## config.mk

```make
export PLATFORM = sky130hd
export DESIGN_NAME = jpn_amp
export DESIGN_NICKNAME = d
export VERILOG_FILES = /design/src/hdl/jpn_pkg.sv /design/src/hdl/jpn_amp.sv
export SDC_FILE = /design/constraint.sdc
export NUM_CORES = 2
export LEC_CHECK = 0
export BUFFER_PORTS_ARGS = -buffer_cell sky130_fd_sc_hd__buf_2
export CELL_PAD_IN_SITES_DETAIL_PLACEMENT = 0
export CELL_PAD_IN_SITES_GLOBAL_PLACEMENT = 1
export CORE_UTILIZATION = 30
export DETAILED_ROUTE_END_ITERATION = 7
export GPL_ROUTABILITY_DRIVEN = 0
export PLACE_DENSITY_LB_ADDON = 0.1
export SYNTH_ARGS = -nofsm -noshare
export SYNTH_HDL_FRONTEND = slang
export SYNTH_SLANG_ARGS = --single-unit
```

## constraint.sdc

```tcl
create_clock -name clk -period 8.15 [get_ports clk]
set_input_delay 1.63 -clock clk [delete_from_list [all_inputs] [get_ports clk]]
set_output_delay 1.63 -clock clk [all_outputs]
set_load 0.03 [all_outputs]
```

## src/hdl/jpn_pkg.sv

```systemverilog
package jpn_pkg;

    localparam int SAMPLE_BITS = 10;
    localparam int FRAC_BITS   = 14;
    localparam int ONE         = 1 << FRAC_BITS;
    localparam int SMALL_MUL   = 200;

    // Deviation and its square
    localparam int AW    = SAMPLE_BITS;
    localparam int DEVW  = SAMPLE_BITS + 1;
    localparam int SQW   = 2 * AW;
    localparam int SUMW  = 2 * AW + 1;

    // Length square root
    localparam int LQW   = (SUMW + 2 * FRAC_BITS + 1) / 2;
    localparam int LQRAD = 2 * LQW;
    localparam int MAGW  = LQW - FRAC_BITS;

    // Direction division and square root
    localparam int DQW   = 2 * FRAC_BITS + 1;
    localparam int DRW   = FRAC_BITS + 1;
    localparam int DRAD  = 2 * DRW;
    localparam int DIRW  = FRAC_BITS + 2;

    // Gate maximum
    localparam int RW    = SAMPLE_BITS;
    localparam int OFFD  = SAMPLE_BITS + 1;
    localparam int PW    = OFFD + DIRW;
    localparam int CORRW = PW + 1;
    localparam int PRW   = 2 * DRW + SUMW;
    localparam int SMW   = DRW + 8;
    localparam int BNW   = RW + 2 * FRAC_BITS;
    localparam int BDW   = DRW;
    localparam int TW    = BNW + 2;
    localparam int MW    = BNW + 1;

    // Amplitude factor
    localparam int KW    = 16;
    localparam int KNW   = LQW + FRAC_BITS;

    // Pipeline depths
    localparam int N_DDIV = DQW;
    localparam int N_LQ   = LQW;
    localparam int N_DSQ  = DRW;
    localparam int N_BDIV = BNW;
    localparam int N_KDIV = KW;

    // Ports
    localparam int IN_TDW  = ((2 * SAMPLE_BITS + 7) / 8) * 8;
    localparam int OUT_FW  = KW + 2 * DIRW + MAGW;
    localparam int OUT_TDW = ((OUT_FW + 7) / 8) * 8;
    localparam int CFG_AW  = 3;
    localparam int CFG_DW  = SAMPLE_BITS;

    localparam logic [CFG_AW-1:0] REG_OFFSET_X = 3'd0;
    localparam logic [CFG_AW-1:0] REG_OFFSET_Y = 3'd1;
    localparam logic [CFG_AW-1:0] REG_DEAD_X   = 3'd2;
    localparam logic [CFG_AW-1:0] REG_DEAD_Y   = 3'd3;
    localparam logic [CFG_AW-1:0] REG_REACH_X  = 3'd4;
    localparam logic [CFG_AW-1:0] REG_REACH_Y  = 3'd5;
    localparam logic [CFG_AW-1:0] REG_AXIS_EN  = 3'd6;

    typedef struct packed {
        logic [SAMPLE_BITS-1:0] offset_x;
        logic [SAMPLE_BITS-1:0] offset_y;
        logic [SAMPLE_BITS-1:0] dead_x;
        logic [SAMPLE_BITS-1:0] dead_y;
        logic [SAMPLE_BITS-1:0] reach_x;
        logic [SAMPLE_BITS-1:0] reach_y;
        logic [1:0]             axis_en;
    } cfg_t;

    typedef struct packed {
        logic [SQW-1:0]  ax2;
        logic [SQW-1:0]  ay2;
        logic [SUMW-1:0] sum;
        logic            negx;
        logic            negy;
    } front_word_t;

    typedef struct packed {
        logic signed [DIRW-1:0] c;
        logic signed [DIRW-1:0] s;
        logic [LQW-1:0]         lq;
    } polar_word_t;

    typedef struct packed {
        logic [MW-1:0]          m;
        logic signed [DIRW-1:0] c;
        logic signed [DIRW-1:0] s;
        logic [LQW-1:0]         lq;
    } gate_word_t;

    typedef struct packed {
        logic [MAGW-1:0]        magnitude;
        logic signed [DIRW-1:0] dir_sin;
        logic signed [DIRW-1:0] dir_cos;
        logic [KW-1:0]          amp_factor;
    } result_t;

endpackage

```

## src/hdl/jpn_amp.sv

```systemverilog
module jpn_amp import jpn_pkg::*;
(
    input  logic       clk,
    input  logic       rst_n,
    input  logic       adv,
    input  logic       in_valid,
    input  gate_word_t in_word,
    output logic       out_valid,
    output result_t    out_word
);

    function automatic logic [MW+KW-1:0] kdiv_step(
        input logic [MW-1:0] rem,
        input logic [KW-1:0] low,
        input logic [MW-1:0] den
    );
        logic [MW:0] t;
        logic        q;
        t = {rem, low[KW-1]};
        q = (t >= {1'b0, den});
        if (q)
            t = t - {1'b0, den};
        return {t[MW-1:0], low[KW-2:0], q};
    endfunction

    logic [KNW-1:0] num;

    logic                   a1_valid_reg;
    logic [MW-1:0]          a1_rem_reg;
    logic [KW-1:0]          a1_low_reg;
    logic [MW-1:0]          a1_den_reg;
    logic                   a1_ovf_reg;
    logic signed [DIRW-1:0] a1_c_reg;
    logic signed [DIRW-1:0] a1_s_reg;
    logic [MAGW-1:0]        a1_mag_reg;

    logic                   kv_reg   [N_KDIV];
    logic [MW-1:0]          krem_reg [N_KDIV];
    logic [KW-1:0]          klow_reg [N_KDIV];
    logic [MW-1:0]          kden_reg [N_KDIV];
    logic                   kovf_reg [N_KDIV];
    logic signed [DIRW-1:0] kc_reg   [N_KDIV];
    logic signed [DIRW-1:0] ks_reg   [N_KDIV];
    logic [MAGW-1:0]        kmag_reg [N_KDIV];

    logic    out_valid_reg;
    result_t out_word_reg;

    assign num = {in_word.lq, {FRAC_BITS{1'b0}}};

    always_ff @(posedge clk or negedge rst_n)
    begin
        if (!rst_n)
        begin
            a1_valid_reg <= 1'b0;
            for (int i = 0; i < N_KDIV; i++)
                kv_reg[i] <= 1'b0;
            out_valid_reg <= 1'b0;
        end
        else if (adv)
        begin
            a1_valid_reg <= in_valid;
            kv_reg[0]    <= a1_valid_reg;
            for (int i = 1; i < N_KDIV; i++)
                kv_reg[i] <= kv_reg[i-1];
            out_valid_reg <= kv_reg[N_KDIV-1];
        end
    end

    always_ff @(posedge clk)
    begin
        if (adv)
        begin
            // quotient of 2^KW or more saturates; a zero maximum lands here too
            a1_ovf_reg <= (MW+KW)'(num) >= {in_word.m, {KW{1'b0}}};
            a1_rem_reg <= MW'(num[KNW-1:KW]);
            a1_low_reg <= num[KW-1:0];
            a1_den_reg <= in_word.m;
            a1_c_reg   <= in_word.c;
            a1_s_reg   <= in_word.s;
            a1_mag_reg <= in_word.lq[LQW-1:FRAC_BITS];

            {krem_reg[0], klow_reg[0]} <= kdiv_step(a1_rem_reg, a1_low_reg, a1_den_reg);
            kden_reg[0] <= a1_den_reg;
            kovf_reg[0] <= a1_ovf_reg;
            kc_reg[0]   <= a1_c_reg;
            ks_reg[0]   <= a1_s_reg;
            kmag_reg[0] <= a1_mag_reg;
            for (int i = 1; i < N_KDIV; i++)
            begin
                {krem_reg[i], klow_reg[i]} <=
                    kdiv_step(krem_reg[i-1], klow_reg[i-1], kden_reg[i-1]);
                kden_reg[i] <= kden_reg[i-1];
                kovf_reg[i] <= kovf_reg[i-1];
                kc_reg[i]   <= kc_reg[i-1];
                ks_reg[i]   <= ks_reg[i-1];
                kmag_reg[i] <= kmag_reg[i-1];
            end

            out_word_reg.amp_factor <= kovf_reg[N_KDIV-1] ? {KW{1'b1}} : klow_reg[N_KDIV-1];
            out_word_reg.dir_cos    <= kc_reg[N_KDIV-1];
            out_word_reg.dir_sin    <= ks_reg[N_KDIV-1];
            out_word_reg.magnitude  <= kmag_reg[N_KDIV-1];
        end
    end

    assign out_valid = out_valid_reg;
    assign out_word  = out_word_reg;

    // no direction only for a centered stick
    a_centered_len: assert property (@(posedge clk) disable iff (!rst_n)
        (out_valid_reg && out_word_reg.dir_cos == '0 && out_word_reg.dir_sin == '0)
        |-> out_word_reg.magnitude == '0)
        else $error("direction zero with nonzero length");

    a_cos_range: assert property (@(posedge clk) disable iff (!rst_n)
        out_valid_reg |-> (out_word_reg.dir_cos <= DIRW'(ONE)
                           && out_word_reg.dir_cos >= -DIRW'(ONE)))
        else $error("direction cosine out of range");

    a_hold: assert property (@(posedge clk) disable iff (!rst_n)
        (out_valid_reg && !adv) |=> (out_valid_reg && $stable(out_word_reg)))
        else $error("result lost during stall");

endmodule

```

==> impl_metrics.yaml <==
routing:
  vias_per_cell: 4.64
  drc_errors: 0
  routed-via-count: 61200
  ant_nets: 0
  dr.pass1.iters: 5
  routed_wl_mm: 227
  drtIter0Drc: 2712
  wl_per_cell_um: 17.2
clock_tree:
  cts_tree: "yes"
  clk_latency_ns: 0.86
  cts.sinks: 2185
  cts-hold-fix-buffers: 0
  cts_resized: 0
  clock_path_buffers: 4
  cts_setup_buffers: 0
  cts_root_buf: "clkbuf_16"
  cts_buffers: 272
  cts-htree-levels: 5
  clkSlewWorstSetupHoldPaths_ns: 0.06
synth:
  syn_nets: 8833
  synth-edff-count: 2167
  synth_top_cell_by_area: "edfxtp_1"
  synthMostInstantiatedCell: "edfxtp_1"
  syn_inst: 8087
  synth_top_flop_cell: "edfxtp_1"
  syn_avg_cell_area_um2: 12.9
  yosysTopAreaCellShare: 0.623
  synth_seq_area_share: 0.628
  syn_area_um2: 104000
  synthTopCellsByCount: "edfxtp_1, inv_1, a21oi_1, ha_1, nand2_1"
  synthArstFlopShare: 0.00824
  ys_warn_count: 0
  netlist_top_cells_area: "edfxtp_1, ha_1, a21oi_1, mux2_2, inv_1"
  synth-seq-cells: 2185
  synth_cell_types: 88
power:
  totalPowerFinal_mw: 42.2
  p_leak_nw: 46.1
  vdd_drop_max_mv: 0.174
  powerDensity_nw_per_um2: 354
placed_design:
  dpl_cell_area_um2: 111000
  place_inst: 12700
  dp_slack_ns: 2.71
  dpl.hpwl_mm: 166
  port_buffers: 159
layout:
  syn_to_final_growth_pct: 14.2
  finalNonFillerCells: 13200
  fillers: 33500
  final_area_um2: 119000
  layout.nets: 9141
  regArea_um2: 65500
  fin_util: 0.344
  multiInputGateArea_um2: 35400
  drive_gt1_frac: 0.107
floorplanning:
  die_w_um: 592
  ios: 160
  die_h_um: 592
  die_area_um2: 350000
  core_region_area_um2: 346000
  row_count: 216
  initial_utilization: 0.301
job:
  max_cap_viol_count: 0
worst_setup_path:
  reg2reg_depth: 15
  rr_startpoint: "kden_reg[1][39]"
  slowest_delay_ns: 0.71
  r2r-end: "krem_reg[217]"
  endpoint_kind: "flop"
  cp.required_ns: 8.74
  crit_chain: "inv_1 -> fa_1 -> a211o_1 -> a2111oi_0 -> o21ba_2 -> o21bai_1 -> buf_4 -> nand2_1 -> a31oi_1 -> o21ai_1 -> a21oi_1 -> o31ai_2 -> nand2_1 -> buf_4 -> mux2_2"
  cp-start-kind: "flop"
  cp_data_arrival_time_ns: 5.90
  rrSetupSlack_ns: 2.84
  cpMaxStageDelayCell: "o31ai_2"
  critical_path_class: "flop to flop"
  cp_max_fo: 30
min_path:
  hold_depth: 0
  hp-start: "kc_reg[3][12]"
  min_path_type: "flop to flop"
  hold-path-endpoint: "kc_reg[4][12]"
timing:
  clock_skew_ns: 0.0352
  max_freq_ghz: 0.188
  hold_viol: 0
  worst_hold_slack_ns: 0.398
  finalSetupViolations: 0
  min_period_over_period: 0.652
  worst_slew_pin_slew_ns: 1.06
  rsz0062_at_grt: "false"
  tns_ns: 0
  relSlewSlack: 0.286
  slew_viol_final: 0
  period_needed_ns: 5.31
  worst_slack_ns: 2.84
grt:
  antenna_found_initial: 2
  grt_pass1_vias: 63700
  grt_pass1_wl_mm: 353
  overflow: 0
  grt_use_total: 0.127
  grt_max_degree: 161
run_status:
  outcome: "complete, no violations"
-- critical path: cells and delay by family, from the launching register on --
family          cells  cell delay [ns]
compound gates      8             2.59
buf+inv             3             0.71
simple gates        2             0.54
fa+ha+maj           1             0.47
flops               1             0.39
mux                 1             0.33
-- worst max-delay path by stage --
stage	from	endpoint	cells after the start
after floorplan	krem_reg[429]	krem_reg[391]	12
after global placement	kden_reg[1][39]	krem_reg[196]	15
after detailed placement	krem_reg[195]	krem_reg[163]	13
after CTS	krem_reg[195]	krem_reg[190]	13
after global routing	kden_reg[1][39]	krem_reg[217]	15
final	kden_reg[1][39]	krem_reg[217]	15
-- cell usage in the layout, fill, tap and decap left out, types with 43 or more instances in the layout --
cell and count:
buf_4 60, o31ai_1 49, xnor2_1 277, nand2_1 503, nand3_1 125, o21a_1 75
clkinv_1 55, xor2_1 218, nand4_1 107, nand2b_1 81, clkbuf_16 281, a21oi_1 651
clkbuf_1 64, o21ai_0 477, ha_1 631, nor3_1 70, inv_1 741, a211oi_1 67
nor2b_1 85, mux2_2 254, nor2_1 401, edfxtp_1 2167, a21o_1 294, a31oi_1 43
buf_2 158, o21bai_1 88
-- where the power goes --
part	switching, mW	internal, mW
Clock	4.69	6.66
Sequential	1.02	15.2
Combinational	8.33	6.30
-- final cells by class --
type	count	area share
inverter	742	0.0234
timing repair buffer	227	0.0119
antenna	8	0.000168
clock inverter	133	0.00868
tap	4578	0.0480
multi-input combinational	4967	0.297
sequential	2185	0.550
clock buffer	347	0.0612
-- layer usage --
layer / up-vias / track usage / wire length, µm
li1: 30600 / - / -
met3: 565 / 0.0174 / 6620
met1: 29000 / 0.137 / 91300
met2: 951 / 0.235 / 116000
met4: 0 / 0.0748 / 13700
met5: - / 0 / 0
-- logic make-up after synthesis --
family	share of synthesized area
DFF	0.628
buffers and inverters	0.0341
muxes	0.0282
adders and majority gates	0.0785
AOI/OAI and AO/OA	0.119
xor gates and xnor gates	0.0415
and+or+nand+nor	0.0711
(Power assumes the default switching activity.)
