<file path="config.mk">
export PLATFORM = sky130hd
export DESIGN_NAME = jpn_front
export DESIGN_NICKNAME = d
export VERILOG_FILES = /design/src/hdl/jpn_pkg.sv /design/src/hdl/jpn_front.sv
export SDC_FILE = /design/constraint.sdc
export NUM_CORES = 1
export LEC_CHECK = 0
export BUFFER_PORTS_ARGS = -buffer_cell sky130_fd_sc_hd__buf_2
export CAP_MARGIN = 20
export CORE_MARGIN = 2
export CORE_UTILIZATION = 49
export CTS_CLUSTER_DIAMETER = 30
export DETAILED_ROUTE_END_ITERATION = 12
export PLACE_DENSITY = 0.69
export RECOVER_POWER = 50
export SLEW_MARGIN = 20
export SYNTH_ARGS = -nofsm -noshare
export SYNTH_HDL_FRONTEND = slang
export SYNTH_SLANG_ARGS = --single-unit
</file>
<file path="constraint.sdc">
create_clock -name clk -period 11.25 [get_ports clk]
set_input_delay 0 -clock clk [delete_from_list [all_inputs] [get_ports clk]]
set_output_delay 0 -clock clk [all_outputs]
set_load 0.03 [all_outputs]
</file>
<file path="src/hdl/jpn_pkg.sv">
package jpn_pkg;

    localparam int SAMPLE_BITS = 10;
    localparam int FRAC_BITS   = 14;
    localparam int ONE         = 1 << FRAC_BITS;
    localparam int SMALL_MUL   = 200;

    // Deviation and its square
    localparam int AW    = SAMPLE_BITS;
    localparam int DEVW  = SAMPLE_BITS + 1;
    localparam int SQW   = 2 * AW;
    localparam int SUMW  = 2 * AW + 1;

    // Length square root
    localparam int LQW   = (SUMW + 2 * FRAC_BITS + 1) / 2;
    localparam int LQRAD = 2 * LQW;
    localparam int MAGW  = LQW - FRAC_BITS;

    // Direction division and square root
    localparam int DQW   = 2 * FRAC_BITS + 1;
    localparam int DRW   = FRAC_BITS + 1;
    localparam int DRAD  = 2 * DRW;
    localparam int DIRW  = FRAC_BITS + 2;

    // Gate maximum
    localparam int RW    = SAMPLE_BITS;
    localparam int OFFD  = SAMPLE_BITS + 1;
    localparam int PW    = OFFD + DIRW;
    localparam int CORRW = PW + 1;
    localparam int PRW   = 2 * DRW + SUMW;
    localparam int SMW   = DRW + 8;
    localparam int BNW   = RW + 2 * FRAC_BITS;
    localparam int BDW   = DRW;
    localparam int TW    = BNW + 2;
    localparam int MW    = BNW + 1;

    // Amplitude factor
    localparam int KW    = 16;
    localparam int KNW   = LQW + FRAC_BITS;

    // Pipeline depths
    localparam int N_DDIV = DQW;
    localparam int N_LQ   = LQW;
    localparam int N_DSQ  = DRW;
    localparam int N_BDIV = BNW;
    localparam int N_KDIV = KW;

    // Ports
    localparam int IN_TDW  = ((2 * SAMPLE_BITS + 7) / 8) * 8;
    localparam int OUT_FW  = KW + 2 * DIRW + MAGW;
    localparam int OUT_TDW = ((OUT_FW + 7) / 8) * 8;
    localparam int CFG_AW  = 3;
    localparam int CFG_DW  = SAMPLE_BITS;

    localparam logic [CFG_AW-1:0] REG_OFFSET_X = 3'd0;
    localparam logic [CFG_AW-1:0] REG_OFFSET_Y = 3'd1;
    localparam logic [CFG_AW-1:0] REG_DEAD_X   = 3'd2;
    localparam logic [CFG_AW-1:0] REG_DEAD_Y   = 3'd3;
    localparam logic [CFG_AW-1:0] REG_REACH_X  = 3'd4;
    localparam logic [CFG_AW-1:0] REG_REACH_Y  = 3'd5;
    localparam logic [CFG_AW-1:0] REG_AXIS_EN  = 3'd6;

    typedef struct packed {
        logic [SAMPLE_BITS-1:0] offset_x;
        logic [SAMPLE_BITS-1:0] offset_y;
        logic [SAMPLE_BITS-1:0] dead_x;
        logic [SAMPLE_BITS-1:0] dead_y;
        logic [SAMPLE_BITS-1:0] reach_x;
        logic [SAMPLE_BITS-1:0] reach_y;
        logic [1:0]             axis_en;
    } cfg_t;

    typedef struct packed {
        logic [SQW-1:0]  ax2;
        logic [SQW-1:0]  ay2;
        logic [SUMW-1:0] sum;
        logic            negx;
        logic            negy;
    } front_word_t;

    typedef struct packed {
        logic signed [DIRW-1:0] c;
        logic signed [DIRW-1:0] s;
        logic [LQW-1:0]         lq;
    } polar_word_t;

    typedef struct packed {
        logic [MW-1:0]          m;
        logic signed [DIRW-1:0] c;
        logic signed [DIRW-1:0] s;
        logic [LQW-1:0]         lq;
    } gate_word_t;

    typedef struct packed {
        logic [MAGW-1:0]        magnitude;
        logic signed [DIRW-1:0] dir_sin;
        logic signed [DIRW-1:0] dir_cos;
        logic [KW-1:0]          amp_factor;
    } result_t;

endpackage

</file>
<file path="src/hdl/jpn_front.sv">
module jpn_front import jpn_pkg::*;
(
    input  logic                   clk,
    input  logic                   rst_n,
    input  logic                   adv,
    input  logic                   in_valid,
    input  logic [SAMPLE_BITS-1:0] raw_x,
    input  logic [SAMPLE_BITS-1:0] raw_y,
    input  cfg_t                   cfg,
    output logic                   out_valid,
    output front_word_t            out_word
);

    // {negative, magnitude} of the dead-zoned deviation
    function automatic logic [AW:0] dev_mag(
        input logic [SAMPLE_BITS-1:0] raw,
        input logic [SAMPLE_BITS-1:0] off,
        input logic [SAMPLE_BITS-1:0] dead,
        input logic                   en
    );
        logic [DEVW-1:0] d;
        logic [DEVW-1:0] a;
        logic            neg;
        d   = {1'b0, raw} - {1'b0, off};
        neg = d[DEVW-1];
        a   = neg ? (~d + 1'b1) : d;
        if (!en || (a[AW-1:0] <= dead))
            return '0;
        return {neg, a[AW-1:0]};
    endfunction

    logic [AW:0] x_dev;
    logic [AW:0] y_dev;

    logic            s1_valid_reg;
    logic [AW-1:0]   ax_reg;
    logic [AW-1:0]   ay_reg;
    logic            nx1_reg;
    logic            ny1_reg;
    logic            s2_valid_reg;
    logic [SQW-1:0]  ax2_reg;
    logic [SQW-1:0]  ay2_reg;
    logic            nx2_reg;
    logic            ny2_reg;
    logic            out_valid_reg;
    front_word_t     out_word_reg;

    always_comb
    begin
        x_dev = dev_mag(raw_x, cfg.offset_x, cfg.dead_x, cfg.axis_en[0]);
        y_dev = dev_mag(raw_y, cfg.offset_y, cfg.dead_y, cfg.axis_en[1]);
    end

    always_ff @(posedge clk or negedge rst_n)
    begin
        if (!rst_n)
        begin
            s1_valid_reg  <= 1'b0;
            s2_valid_reg  <= 1'b0;
            out_valid_reg <= 1'b0;
        end
        else if (adv)
        begin
            s1_valid_reg  <= in_valid;
            s2_valid_reg  <= s1_valid_reg;
            out_valid_reg <= s2_valid_reg;
        end
    end

    always_ff @(posedge clk)
    begin
        if (adv)
        begin
            ax_reg  <= x_dev[AW-1:0];
            nx1_reg <= x_dev[AW];
            ay_reg  <= y_dev[AW-1:0];
            ny1_reg <= y_dev[AW];

            ax2_reg <= SQW'(ax_reg) * SQW'(ax_reg);
            ay2_reg <= SQW'(ay_reg) * SQW'(ay_reg);
            nx2_reg <= nx1_reg;
            ny2_reg <= ny1_reg;

            out_word_reg.ax2  <= ax2_reg;
            out_word_reg.ay2  <= ay2_reg;
            out_word_reg.sum  <= SUMW'(ax2_reg) + SUMW'(ay2_reg);
            out_word_reg.negx <= nx2_reg;
            out_word_reg.negy <= ny2_reg;
        end
    end

    assign out_valid = out_valid_reg;
    assign out_word  = out_word_reg;

endmodule

</file>
==> results of run 1 <==
## worst min-delay path by stage
stage | from | endpoint | depth (start not counted)
2_1_floorplan | rst_n | out_valid | 0
6_report | cfg[42] | ay_reg[0] | 3
4_1_cts | cfg[42] | ay_reg[0] | 3
3_5_place_dp | rst_n | s1_valid_reg | 1
5_1_grt | cfg[42] | ay_reg[0] | 3
3_3_place_gp | rst_n | out_valid | 1
## metal layers
metal	part of all wire, %	GRT usage, %
met3	5.2	3.371
met1	46	24.90
met2	47	31.32
met4	1.7	5.028
met5	0	0
## cell families (layout without fill, tap and decap cells)
group / Yosys count / after routing
flip-flops: 126 / 126
AO/OA/AOI/OAI: 205 / 205
XOR/XNOR: 83 / 83
multiplexers: 9 / 9
other: 1 / 2
buffers and inverters: 233 / 372
AND/OR/NAND/NOR: 262 / 262
adder cells (fa/ha/maj): 255 / 255
## Yosys cell counts (all sizes together), types with 5 or more instances
cell type  instances  area, um^2
nand3             12       60.06
o211ai             8       65.06
clkbuf            21       80.07
nand2b             7       43.79
o2111ai            5       43.79
nor3              13       65.06
inv              209       784.5
a21oi             53       265.3
nor2              43       161.4
edfxtp           123        3694
xor2              32       280.3
xnor2             51       446.7
o21a              11       82.58
a211oi             8       65.06
and3              12       77.57
o21ai             34       185.2
a21o              39       294.0
fa                96        1922
mux2               8       97.59
nor3b              6       45.04
nand4              7       43.79
nand2             66       247.7
and2              53       331.6
o21bai            10       75.07
a31oi             12       111.4
nor2b             29       181.4
ha               159        1989
## per-stage QoR
step                worst slack, ps  utilization (%)  instances  hold WS, ps  cell area (um^2)
floorplan                      6104                -       1175       -295.6             12220
global placement               5787            54.00       1603       -203.9             13170
detailed placement             5642            54.00       1603       -199.9             13170
CTS                            5628            56.67       1638        60.82             13820
global route                   5225            56.35       1638        111.7             13740
finish                         5655            56.35       1638        75.04             13740
## timing repair
item                                   in CTS  in global routing
hold buffers                                3                  0
endpoints found under the hold margin       4                  0
buffers inserted                            0                  0
## worst min-delay path, cell delays in order
cell and delay [ps]:
buf_2 80, ha_1 180, nor2_1 60
## cell type report
type	count	area (um^2)	share of cell area [%]
repair buffers	131	598.1	4.351
clock buffers	19	442.9	3.223
flip-flops and latches	126	3769	27.42
well taps	324	405.4	2.949
clock inverters	13	178.9	1.302
inverters	209	784.5	5.708
multi-input cells	816	7566	55.05
## cells in the final DEF (no fill, tap or decap), types with 9 or more instances in the layout
| cell | netlist | layout |
|---|---|---|
| nand3_1 | 12 | 12 |
| nor3_1 | 13 | 13 |
| a21o_1 | 38 | 38 |
| and2_1 | 53 | 53 |
| inv_1 | 209 | 209 |
| nand2_1 | 66 | 66 |
| o21bai_1 | 10 | 10 |
| xor2_1 | 32 | 32 |
| clkbuf_1 | 20 | 61 |
| edfxtp_1 | 123 | 123 |
| ha_1 | 159 | 159 |
| buf_2 | 1 | 67 |
| nor2_1 | 43 | 43 |
| o21ai_0 | 30 | 30 |
| a31oi_1 | 9 | 9 |
| clkbuf_16 | 0 | 17 |
| xnor2_1 | 51 | 51 |
| and3_1 | 10 | 10 |
| o21a_1 | 11 | 11 |
| a21oi_1 | 53 | 53 |
| nor2b_1 | 29 | 29 |
| fa_1 | 96 | 96 |
==> impl_metrics.tcl, run 1 <==
set metrics [dict create \
    outcome "complete, but fails checks" \
    violations "max-capacitance violations, max-slew violations" \
    slowest_delay_ps 660 \
    maxCapViolations 1 \
    grt_overflow_total 0 \
    via_count 8550 \
    synth-warning-count 0 \
    cp_cell_sequence "nand2_1, fa_1, fa_1, inv_1, fa_1, fa_1, inv_1, fa_1, inv_1, ha_1, o21ai_0, a2111oi_0, a21oi_1, a31oi_1, mux2i_1, o211ai_1" \
    synth_simple_gate_area_share_pct 11.23 \
    worst_path_most_repeated_cell "fa_1" \
    worstSetupStartpointType "register" \
    portBuffers 127 \
    num_antenna_cells 0 \
    critPathLaunch "ax_reg[0]" \
    synthToLayoutAreaGrowth_pct 12.52 \
    synth_enable_flop_cells 123 \
    cts_tree "built" \
    cp.buffers_inverters 3 \
    yosys.area_share.xor_xnor_pct 5.951 \
    largest_reg_flops 61 \
    synth_top_family_by_area "adder cells" \
    worstRegToRegCells 16 \
    clkLatencyLatePin_ps 420 \
    finalSetupViolCount 0 \
    clk_pin_slew_ps 60 \
    layout_worst_path_cycle_share_pct 49.73 \
    maxSlewViolCount 50 \
    start_util_pct 50.08 \
    syn_avg_cell_area_um2 10.40 \
    tns_ps 0 \
    drcViolationCount 0 \
    antenna_found_initial 0 \
    grt_pass1_vias 8541 \
    grt_usage_pct 18.62 \
    synth-compound-area-share_pct 11.80 \
    min_period_ps 5595 \
    first_iter_violations 302 \
    cp.arrival_ps 5750 \
    die_area_um2 26210 \
    required_ps 11410 \
    grt_pass1_wl_um 39430 \
    path_delay_family "adder cells" \
    r2r_end "ax2_reg[18]" \
    synth_seq_cells 126 \
    crit_type "register to register" \
    ctsResizeCount 0 \
    synth_fa_ha_area_share_pct 32.02 \
    cts-root-buf "clkbuf_16" \
    max_freq_mhz 178.7 \
    grt_max_degree 79 \
    gp_congestion 0.8194 \
    muxShareOfSynthArea_pct 0.8809 \
    reg2reg_from "ax_reg[0]" \
    cp-end-kind "register" \
    skew_ps 6.730 \
    synthArstFlopShare_pct 2.381 \
    ant_nets 0 \
    fillers 2231 \
    syn_area_um2 12220 \
    cts_inserted_buffers 17 \
    wl_per_cell_um 14.00 \
    ys.flop_type "edfxtp_1" \
    syn_inst 1174 \
    pin_count 150 \
    wirelength_um 22930 \
    clockBufferDepth 2 \
    fp.dieH_um 161.9 \
    rsz0062_at_grt "false" \
    coreArea_um2 24390 \
    dp_hpwl_um 18660 \
    crit_slowest_cell "edfxtp_1" \
    worstPathMaxFanout 14 \
    row_count 57 \
    synth_seq_area_share_pct 30.85 \
    hp-class "input pin to register" \
    endpoint "ax2_reg[18]" \
    die_w_um 161.9 \
    finalHoldViolCount 0 \
    r2r_setup_slack_ps 5650 \
    fin_nets 1642 \
    crit_cells 16 \
    htreeDepth 4 \
    via_per_inst 5.220 \
    relSlewSlack_pct -66.57 \
    drive_gt1_share_pct 9.665 \
    tightest_slew_ps 2499 \
    synth.distinct_cells 73 \
    clkSinkCount 126 \
    drtPass1Iterations 5 \
]
Power of run 1 is not shown: default switching activity piles up to over one toggle a cycle in this logic, so the estimate is an artifact.
==> run 2: changes to the inputs <==
- PLACE_DENSITY: 0.69 -> 0.72
- clock period: 11.25 -> 4.9 ns (I/O delays scaled with it)
==> impl_metrics.tcl, run 2 (synthesized netlist as in run 1, its figures left out) <==
set metrics [dict create \
    grt_overflow_total 0 \
    drcViolationCount 0 \
    cts_tree "built" \
    grt_pass1_wl_um 42660 \
    grt_pass1_vias 9048 \
    final-instance-count-excl-fill 1730 \
    clk_pin_slew_ps 60 \
    drive_gt1_share_pct 22.62 \
    largest_reg_flops 61 \
    portBuffers 127 \
    start_util_pct 50.08 \
    gp_congestion 0.8641 \
    final_cell_mix "inv_1, ha_1, edfxtp_1" \
    pin_count 150 \
    die_w_um 161.9 \
    cp_cell_sequence "buf_4, buf_6, and2_4, fa_2, ha_4, inv_2, fa_1, inv_2, fa_1, inv_2, fa_1, inv_2, ha_4, a21o_1, a21o_1, a21oi_2, o21ai_4, a31oi_4, o21ai_2, xor2_1" \
    grt_max_degree 69 \
    first_iter_violations 422 \
    via_per_inst 5.199 \
    cts_inserted_buffers 17 \
    required_ps 5070 \
    die_area_um2 26210 \
    finalHoldViolCount 0 \
    maxSlewViolCount 69 \
    skew_ps 7.632 \
    crit_slowest_cell "fa_1" \
    fin_nets 1734 \
    clkLatencyLatePin_ps 420 \
    fp.dieH_um 161.9 \
    num_antenna_cells 0 \
    slowest_delay_ps 570 \
    clockBufferDepth 2 \
    violations "max-capacitance violations, max-slew violations, negative setup slack" \
    antenna_found_initial 0 \
    synthToLayoutAreaGrowth_pct 22.06 \
    wl_per_cell_um 15.17 \
    worst_path_most_repeated_cell "inv_2" \
    via_count 8995 \
    dp_cells 1665 \
    wirelength_um 26240 \
    cts-root-buf "clkbuf_16" \
    worstPathMaxFanout 4 \
    final_common_cell "inv_1" \
    coreArea_um2 24390 \
    finalSetupViolCount 6 \
    hp-class "input pin to register" \
    outcome "complete, but fails checks" \
    worst_hold_slack_ps 89.91 \
    layout_worst_path_cycle_share_pct 101.1 \
    path_delay_family "adder cells" \
    cp.buffers_inverters 6 \
    cp-end-kind "register" \
    ant_nets 0 \
    row_count 57 \
    fin_ws_ps -54.41 \
    maxCapViolations 1 \
    max_freq_mhz 201.8 \
    clkSinkCount 126 \
    dp_hpwl_um 19920 \
    tightest_slew_ps 3645 \
    cp.arrival_ps 5130 \
    worstSetupStartpointType "register" \
    htreeDepth 4 \
    rsz0062_at_grt "true" \
    drtPass1Iterations 4 \
    crit_type "register to register" \
    min_period_ps 4954 \
    relSlewSlack_pct -143.0 \
    grt_usage_pct 20.35 \
]
[run 2: cell type report]
| cell class | instances | area [um^2] |
|---|---|---|
| fillers | 2018 | 9480 |
| multi-input cells | 816 | 7954 |
| flip-flops and latches | 126 | 3769 |
| repair buffers | 223 | 1364 |
| inverters | 209 | 784.5 |
| clock buffers | 18 | 429.2 |
| well taps | 324 | 405.4 |
| clock inverters | 14 | 205.2 |
[run 2: what timing repair did]
action | in CTS | in global routing
hold buffers | 3 | 0
gates resized for setup | 30 | 77
setup buffers | 16 | 15
hold endpoints to repair | 4 | 0
endpoints found under the setup margin | 12 | 15
pin swaps | 22 | 48
[run 2: worst paths after layout]
kind / from / end / slack, ps / depth (start not counted)
min reg2reg: nx1_reg / nx2_reg / 430 / 0
min in group asynchronous: rst_n / s1_valid_reg / 450 / 3
max in group asynchronous: rst_n / out_valid / 4300 / 3
max: ay_reg[3] / ay2_reg[17] / -50 / 20
max reg2reg: ay_reg[3] / ay2_reg[17] / -50 / 20
min: cfg[42] / ay_reg[0] / 90 / 3
[run 2: routing by layer]
layer	GRT usage, %	vias to the layer above	share of wire (%)
li1	-	4404	-
met1	26.51	4332	44
met2	34.72	222	49
met3	3.141	37	4.0
met4	6.999	0	2.1
met5	0	-	0
[run 2: worst min-delay path: stages]
cell,delay (ps)
buf_2,80
ha_1,190
nor2_1,70
[run 2: metrics by stage]
step | setup WS [ps] | utilization, % | instance area, um^2 | setup TNS [ps]
after floorplan | -19.93 | - | 12240 | -19.93
after global placement | -87.60 | 55.96 | 13650 | -162.8
after detailed placement | -166.5 | 55.96 | 13650 | -601.2
after CTS | -14.29 | 59.59 | 14530 | -14.29
after global routing | -258.1 | 61.13 | 14910 | -1987
final | -54.41 | 61.13 | 14910 | -145.8
Power of run 2 is left out for the same reason.
==> run 3: changes to the inputs <==
- CAP_MARGIN: 20 -> 25
- PLACE_DENSITY: 0.72 -> 0.8
==> impl_metrics.tcl, run 3 (synthesized netlist as in run 1, its figures left out) <==
set metrics [dict create \
    worstPathMaxFanout 4 \
    ant_nets 0 \
    dp_slack_ps -169.3 \
    drtPass1Iterations 5 \
    fillers 1941 \
    violations "max-capacitance violations, max-slew violations, negative setup slack" \
    cts_tree "built" \
    dp_hpwl_um 19870 \
    die_area_um2 26210 \
    grt_pass1_vias 9064 \
    clk_pin_slew_ps 60 \
    via_per_inst 5.221 \
    drcViolationCount 0 \
    fin_ws_ps -110.4 \
    antenna_found_initial 0 \
    grt_max_degree 78 \
    required_ps 5060 \
    htreeDepth 4 \
    dp_cells 1667 \
    cts_inserted_buffers 17 \
    clkLatencyLatePin_ps 430 \
    min_period_ps 5010 \
    grt_overflow_total 0 \
    drive_gt1_share_pct 22.80 \
    maxCapViolations 1 \
    hp-class "input pin to register" \
    fin_nets 1740 \
    regArea_um2 3769 \
    die_w_um 161.9 \
    first_iter_violations 468 \
    crit_type "register to register" \
    num_antenna_cells 0 \
    synthToLayoutAreaGrowth_pct 22.15 \
    finalHoldViolCount 0 \
    outcome "complete, but fails checks" \
    fp.dieH_um 161.9 \
    pin_count 150 \
    grt_pass1_wl_um 41760 \
    gp_congestion 0.8586 \
    final_cell_mix "inv_1, ha_1, edfxtp_1" \
    coreArea_um2 24390 \
    finalSetupViolCount 3 \
    max_freq_mhz 199.6 \
    final_common_cell "inv_1" \
    postPlaceCellArea_um2 13660 \
    clkSinkCount 126 \
    grt_usage_pct 19.77 \
    worstSetupStartpointType "register" \
    final-instance-count-excl-fill 1736 \
    fin_area_um2 14920 \
    cp.arrival_ps 5170 \
    skew_ps 10.12 \
    rsz0062_at_grt "true" \
    wl_per_cell_um 15.11 \
    wirelength_um 26240 \
    via_count 9064 \
    cts-root-buf "clkbuf_16" \
    layout_worst_path_cycle_share_pct 102.3 \
    clockBufferDepth 2 \
    tightest_slew_ps 3970 \
    largest_reg_flops 61 \
    start_util_pct 50.08 \
    relSlewSlack_pct -164.7 \
    multi_input_area_um2 7956 \
    portBuffers 127 \
    worst_hold_slack_ps 85.42 \
    cp-end-kind "register" \
    row_count 57 \
    maxSlewViolCount 78 \
]
run 3: cell count changes in the layout (fill, tap and decap cells not counted), moves of 4 or more:
cell and change:
buf_2 +7, buf_6 -4, inv_2 -7, inv_1 +7, clkbuf_1 -7, buf_4 +9
run 3: metal layers:
layer | vias to the layer above | GRT usage, % | routed length [um]
li1 | 4424 | - | -
met1 | 4355 | 25.75 | 11440
met2 | 237 | 33.89 | 13140
met3 | 48 | 3.652 | 1105
met4 | 0 | 5.551 | 554
met5 | - | 0 | 0
run 3: worst paths after layout:
| kind | startpoint | to | slack (ps) | depth (start not counted) |
|---|---|---|---|---|
| max | ax_reg[2] | ax2_reg[18] | -110 | 17 |
| min | cfg[52] | ax_reg[0] | 90 | 3 |
| max reg2reg | ax_reg[2] | ax2_reg[18] | -110 | 17 |
| min reg2reg | ny1_reg | ny2_reg | 420 | 0 |
| max in group asynchronous | rst_n | s2_valid_reg | 4300 | 3 |
| min in group asynchronous | rst_n | out_valid | 450 | 3 |
run 3: timing repair:
item                                   4_1_cts  5_1_grt
buffers inserted                            15       20
hold buffers                                 3        0
endpoints found under the hold margin        4        0
setup endpoints to repair                   11       17
resized for setup                           21       69
cloned                                       0        0
pin swaps                                   22       60
run 3: layout make-up:
type / count / share of cell area [%]
clock buffers: 18 / 2.943
clock inverters: 14 / 1.132
inverters: 209 / 5.257
multi-input cells: 816 / 53.32
flip-flops and latches: 126 / 25.26
well taps: 324 / 2.717
repair buffers: 229 / 9.374
run 3: worst max-delay path: stages, from the launching register on:
cell and delay [ps]:
edfxtp_1 460, buf_4 170, nand2_2 80, fa_1 460
fa_1 570, inv_2 40, fa_1 490, fa_1 510
inv_1 50, fa_1 490, inv_2 50, ha_4 300
o21ai_4 80, a2111oi_4 360, a21oi_2 120, a31oi_2 200
mux2i_1 210, o211ai_1 100
run 3: metrics by stage:
stage          utilization (%)  setup TNS, ps
6_report                 61.18         -266.3
5_1_grt                  61.18          -1426
4_1_cts                  59.42         -92.30
3_5_place_dp             56.02         -754.3
3_3_place_gp             56.02         -73.64
2_1_floorplan                -         -19.93
Power of run 3 is left out for the same reason.
